--- src/hdl/lkrp_pkg.sv ---
// Shared request codes and controller/datapath handshake types for the LRU-K victim selector.
package lkrp_pkg;

    localparam logic [1:0] OP_RECORD = 2'd0;
    localparam logic [1:0] OP_MARK   = 2'd1;
    localparam logic [1:0] OP_REMOVE = 2'd2;
    localparam logic [1:0] OP_EVICT  = 2'd3;

    localparam logic [3:0] HIST_DEPTH_RESET    = 4'd2;
    localparam logic [6:0] ACTIVE_FRAMES_RESET = 7'd64;

    localparam logic CFG_HIST_DEPTH    = 1'b0;
    localparam logic CFG_ACTIVE_FRAMES = 1'b1;

    typedef struct packed {
        logic accept;
        logic scan_start;
        logic clear;
        logic exec;
        logic pick;
        logic load_out;
    } cmd_t;

    typedef struct packed {
        logic clear_last;
        logic scan_done;
    } status_t;

endpackage

--- src/hdl/lkrp_ctrl.sv ---
// Request sequencer: clearing pass, request execution, victim scan and result hand-off.
module lkrp_ctrl (
    input  logic              clk,
    input  logic              rst_n,
    input  logic              in_valid,
    output logic              in_stall,
    input  logic [1:0]        op,
    output logic              out_valid,
    input  logic              out_stall,
    output lkrp_pkg::cmd_t    cmd,
    input  lkrp_pkg::status_t st
);

    localparam logic [2:0] ST_CLEAR = 3'd0;
    localparam logic [2:0] ST_IDLE  = 3'd1;
    localparam logic [2:0] ST_EXEC  = 3'd2;
    localparam logic [2:0] ST_SCAN  = 3'd3;
    localparam logic [2:0] ST_PICK  = 3'd4;
    localparam logic [2:0] ST_DONE  = 3'd5;

    logic [2:0] state_reg;
    logic [2:0] state_next;
    logic       out_valid_reg;
    logic       out_valid_next;

    assign in_stall  = (state_reg != ST_IDLE);
    assign out_valid = out_valid_reg;

    always_comb
    begin
        cmd        = '0;
        state_next = state_reg;
        case (state_reg)
            ST_CLEAR:
            begin
                cmd.clear = 1'b1;
                if (st.clear_last)
                begin
                    state_next = ST_IDLE;
                end
            end
            ST_IDLE:
            begin
                if (in_valid)
                begin
                    cmd.accept = 1'b1;
                    if (op == lkrp_pkg::OP_EVICT)
                    begin
                        cmd.scan_start = 1'b1;
                        state_next     = ST_SCAN;
                    end
                    else
                    begin
                        state_next = ST_EXEC;
                    end
                end
            end
            ST_EXEC:
            begin
                cmd.exec   = 1'b1;
                state_next = ST_DONE;
            end
            ST_SCAN:
            begin
                if (st.scan_done)
                begin
                    state_next = ST_PICK;
                end
            end
            ST_PICK:
            begin
                cmd.pick   = 1'b1;
                state_next = ST_DONE;
            end
            ST_DONE:
            begin
                if (!out_valid_reg || !out_stall)
                begin
                    cmd.load_out = 1'b1;
                    state_next   = ST_IDLE;
                end
            end
            default:
            begin
                state_next = ST_IDLE;
            end
        endcase
    end

    always_comb
    begin
        out_valid_next = out_valid_reg;
        if (cmd.load_out)
        begin
            out_valid_next = 1'b1;
        end
        else if (!out_stall)
        begin
            out_valid_next = 1'b0;
        end
    end

    always_ff @(posedge clk or negedge rst_n)
    begin
        if (!rst_n)
        begin
            state_reg     <= ST_CLEAR;
            out_valid_reg <= 1'b0;
        end
        else
        begin
            state_reg     <= state_next;
            out_valid_reg <= out_valid_next;
        end
    end

    a_load_to_idle: assert property (@(posedge clk) disable iff (!rst_n)
        cmd.load_out |=> (state_reg == ST_IDLE) && out_valid_reg)
        else $error("result load did not return to idle with a valid result");

    a_accept_starts: assert property (@(posedge clk) disable iff (!rst_n)
        cmd.accept |=> (state_reg == ST_EXEC) || (state_reg == ST_SCAN))
        else $error("accepted item did not start work");

    a_result_held: assert property (@(posedge clk) disable iff (!rst_n)
        out_valid_reg && out_stall |=> out_valid_reg)
        else $error("stalled result was dropped");

endmodule

--- config.mk ---
export PLATFORM = sky130hd
export DESIGN_NAME = lkrp_ctrl
export DESIGN_NICKNAME = d
export VERILOG_FILES = /design/src/hdl/lkrp_pkg.sv /design/src/hdl/lkrp_ctrl.sv
export SDC_FILE = /design/constraint.sdc
export NUM_CORES = 1
export LEC_CHECK = 0
export BUFFER_PORTS_ARGS = -buffer_cell sky130_fd_sc_hd__buf_4
export CORE_AREA = 4 4 41 43
export CTS_CLUSTER_SIZE = 25
export DETAILED_ROUTE_END_ITERATION = 10
export DIE_AREA = 0 0 45 47
export GPL_TIMING_DRIVEN = 0
export PLACE_DENSITY = 0.46
export SLEW_MARGIN = 20
export SYNTH_ARGS = -nofsm -noshare
export SYNTH_HDL_FRONTEND = slang
export SYNTH_SLANG_ARGS = --single-unit
--- constraint.sdc ---
create_clock -name clk -period 3.2 [get_ports clk]
set_input_delay 0.64 -clock clk [delete_from_list [all_inputs] [get_ports clk]]
set_output_delay 0.64 -clock clk [all_outputs]
set_load 0.005 [all_outputs]
==> flow_summary.yaml <==
timing:
  post-route-period-util_pct: 61.7
  setup_ws_ps: 1230
  period_minus_slack_ps: 1970
  rsz0062_at_grt: "false"
  finalHoldViolCount: 0
  timing.final.max_slew_violations: 0
  fin_hold_ws_ps: 200
  setup_viol_count_final: 0
  maxSlewHeadroom_pct: 86.1
  finClkSkew_ps: 0.393
  worst_pin_slew_ps: 208
  tns_ps: 0
  timing.fmax_mhz: 506
final_layout:
  drive_gt1_share_pct: 48.9
  finalNetCount: 57
  nFillCells: 157
  fin_util_pct: 32.3
  largest_reg_flops: 3
  layout_commonest_cell: "buf_4"
  most-common-layout-cells: "buf_4 (16), nand2_1 (5), dfrtp_1 (4)"
  diodes: 0
  final_area_sq_um: 420
  syn2layout_area_growth_pct: 57.7
synth:
  yosysWarnings: 0
  synth_area_sq_um: 267
  synth.top_cell.area_share_pct: 37.6
  synth_cell_types: 18
  syn_avg_cell_area_sq_um: 9.19
  yosysSeqAreaShare_pct: 37.6
  yosys-top-cells-area: "dfrtp_1 (38%), nand2_1 (7.0%), and4bb_4 (6.1%), nor3b_1 (5.6%), nor2b_1 (4.7%)"
  synth_top_area_cell: "dfrtp_1"
  ys_ff_latch: 4
  netlist_instances: 29
  syn-num-nets: 37
drt:
  ant_nets: 0
  vias: 271
  drt-vias-per-instance: 4.37
  drt_first_pass_iters: 3
  first_iter_violations: 2
  drc: 0
  wl_per_cell_um: 10.1
  wl_um: 627
global_routing:
  grt_first_pass_wirelength_um: 931
  overflow: 0
  antenna_found_initial: 0
  grt.total_usage_pct: 6.43
  grt_pass1_vias: 239
  grt_max_degree: 11
worst_setup_path:
  cp-startpoint: "state_reg[1]$_DFFE_PN0P_"
  cp_data_arrival_time_ps: 1330
  path_class: "flip-flop to output pin"
  path_cells: "buf_6, nor2b_1, nand2_1, a21oi_1, buf_4, buf_4"
  setup.worst_path.end_class: "output pin"
  cp-start-kind: "flip-flop"
  critPathMaxFanout: 10
  crit_required_ps: 2560
  r2r-start: "state_reg[1]$_DFFE_PN0P_"
  slowest_stage: "dfrtp_1"
  worst_path_most_repeated_cell: "buf_4"
  critPathMaxStageDelay_ps: 360
die:
  dieArea_sq_um: 2120
  coreArea_sq_um: 1300
  die_h_um: 47
  die_w_um: 45
  rows: 13
  ios: 16
  initial_utilization_pct: 20.5
placed_design:
  dpl_worst_slack_ps: 1300
  place_area_sq_um: 398
  dp_hpwl_um: 525
  place.gp.congestion: 0.719
  portBuffers: 15
cts:
  cts_tree: "yes"
  htree_levels: 1
  cts_inserted_buffers: 3
  clk_path_buf_depth: 2
  ctsResizeCount: 0
  hold_buffers: 0
  post_cts_buffers: 0
  cts_sinks: 4
  clk_latency_ps: 230
  root_buffer: "clkbuf_4"
  clk_pin_slew_ps: 40
run_status:
  status: "completed"
power:
  p_leak_nw: 0.215
  vdd_drop_max_mv: 0.257
  power.density_nw_per_um2: 856
hold_path:
  hold_class: "input port to async pin"
job:
  maxCapViolations: 0
[per-stage QoR]
| step | total power [mW] | instances |
|---|---|---|
| final | 0.360 | 62 |
| after global routing | 0.396 | 62 |
| after CTS | 0.369 | 62 |
| after detailed placement | 0.305 | 59 |
| after global placement | 0.302 | 59 |
| after floorplan | 0.220 | 29 |
[metal layers]
metal / global-route usage, % / share of wire [%] / up-vias / routed length [um]
met4: 0 / 0 / 0 / 0
li1: - / - / 138 / -
met1: 6.45 / 38 / 126 / 237
met2: 10.7 / 55 / 7 / 346
met3: 5.75 / 6.7 / 0 / 42
met5: 0 / 0 / - / 0
[final timing paths]
check	cells past startpoint	slack, ps	end
min in group clk	2	530	out_valid$_DFFE_PN0P_
max in group asynchronous	1	2900	out_valid$_DFFE_PN0P_
worst max register to register	4	2130	state_reg[0]$_DFFE_PN0P_
worst min register to register	2	530	out_valid$_DFFE_PN0P_
worst max-delay path	6	1230	cmd[0]
worst min-delay path	1	200	state_reg[2]$_DFFE_PN0P_
[critical path: cells and delay by family, from the launching register on]
| family | cells | cell delay (ps) |
|---|---|---|
| DFF | 1 | 360 |
| buffers and inverters | 3 | 350 |
| and+or+nand+nor | 2 | 270 |
| AOI/OAI and AO/OA | 1 | 120 |
[power breakdown]
part | total, mW | leakage, nW | internal, mW | switching, mW
Combinational | 0.205 | 0.151 | 0.122 | 0.0828
Clock | 0.0605 | 0.0138 | 0.0418 | 0.0186
Sequential | 0.0944 | 0.0497 | 0.0745 | 0.0199
[synthesized netlist by cell type, drive strengths merged]
library cell  n
nand2         5
dfrtp         4
buf           3
a21oi         2
nor2b         2
nor3          2
nor3b         2
a22o          1
a31oi         1
and3          1
and4bb        1
inv           1
mux2i         1
o21a          1
o21ai         1
or3b          1
[layout make-up]
type                       instances  area [sq um]  area share, %
multi-input combinational         21           139           33.0
timing repair buffer              15           113           26.8
sequential                         4           100           23.8
buffer                             3          23.8           5.65
clock buffer                       3          22.5           5.36
tap                               15          18.8           4.46
inverter                           1          3.75          0.893
[cell families (layout without fill, tap and decap cells)]
| kind of cell | Yosys count | in the layout | share of synthesized area [%] |
|---|---|---|---|
| AO/OA/AOI/OAI | 6 | 6 | 15.5 |
| buffers and inverters | 4 | 22 | 10.3 |
| AND/OR/NAND/NOR | 14 | 14 | 32.9 |
| flip-flops | 4 | 4 | 37.6 |
| multiplexers | 1 | 1 | 3.76 |
Note: power is estimated with default switching activity, not from simulation.
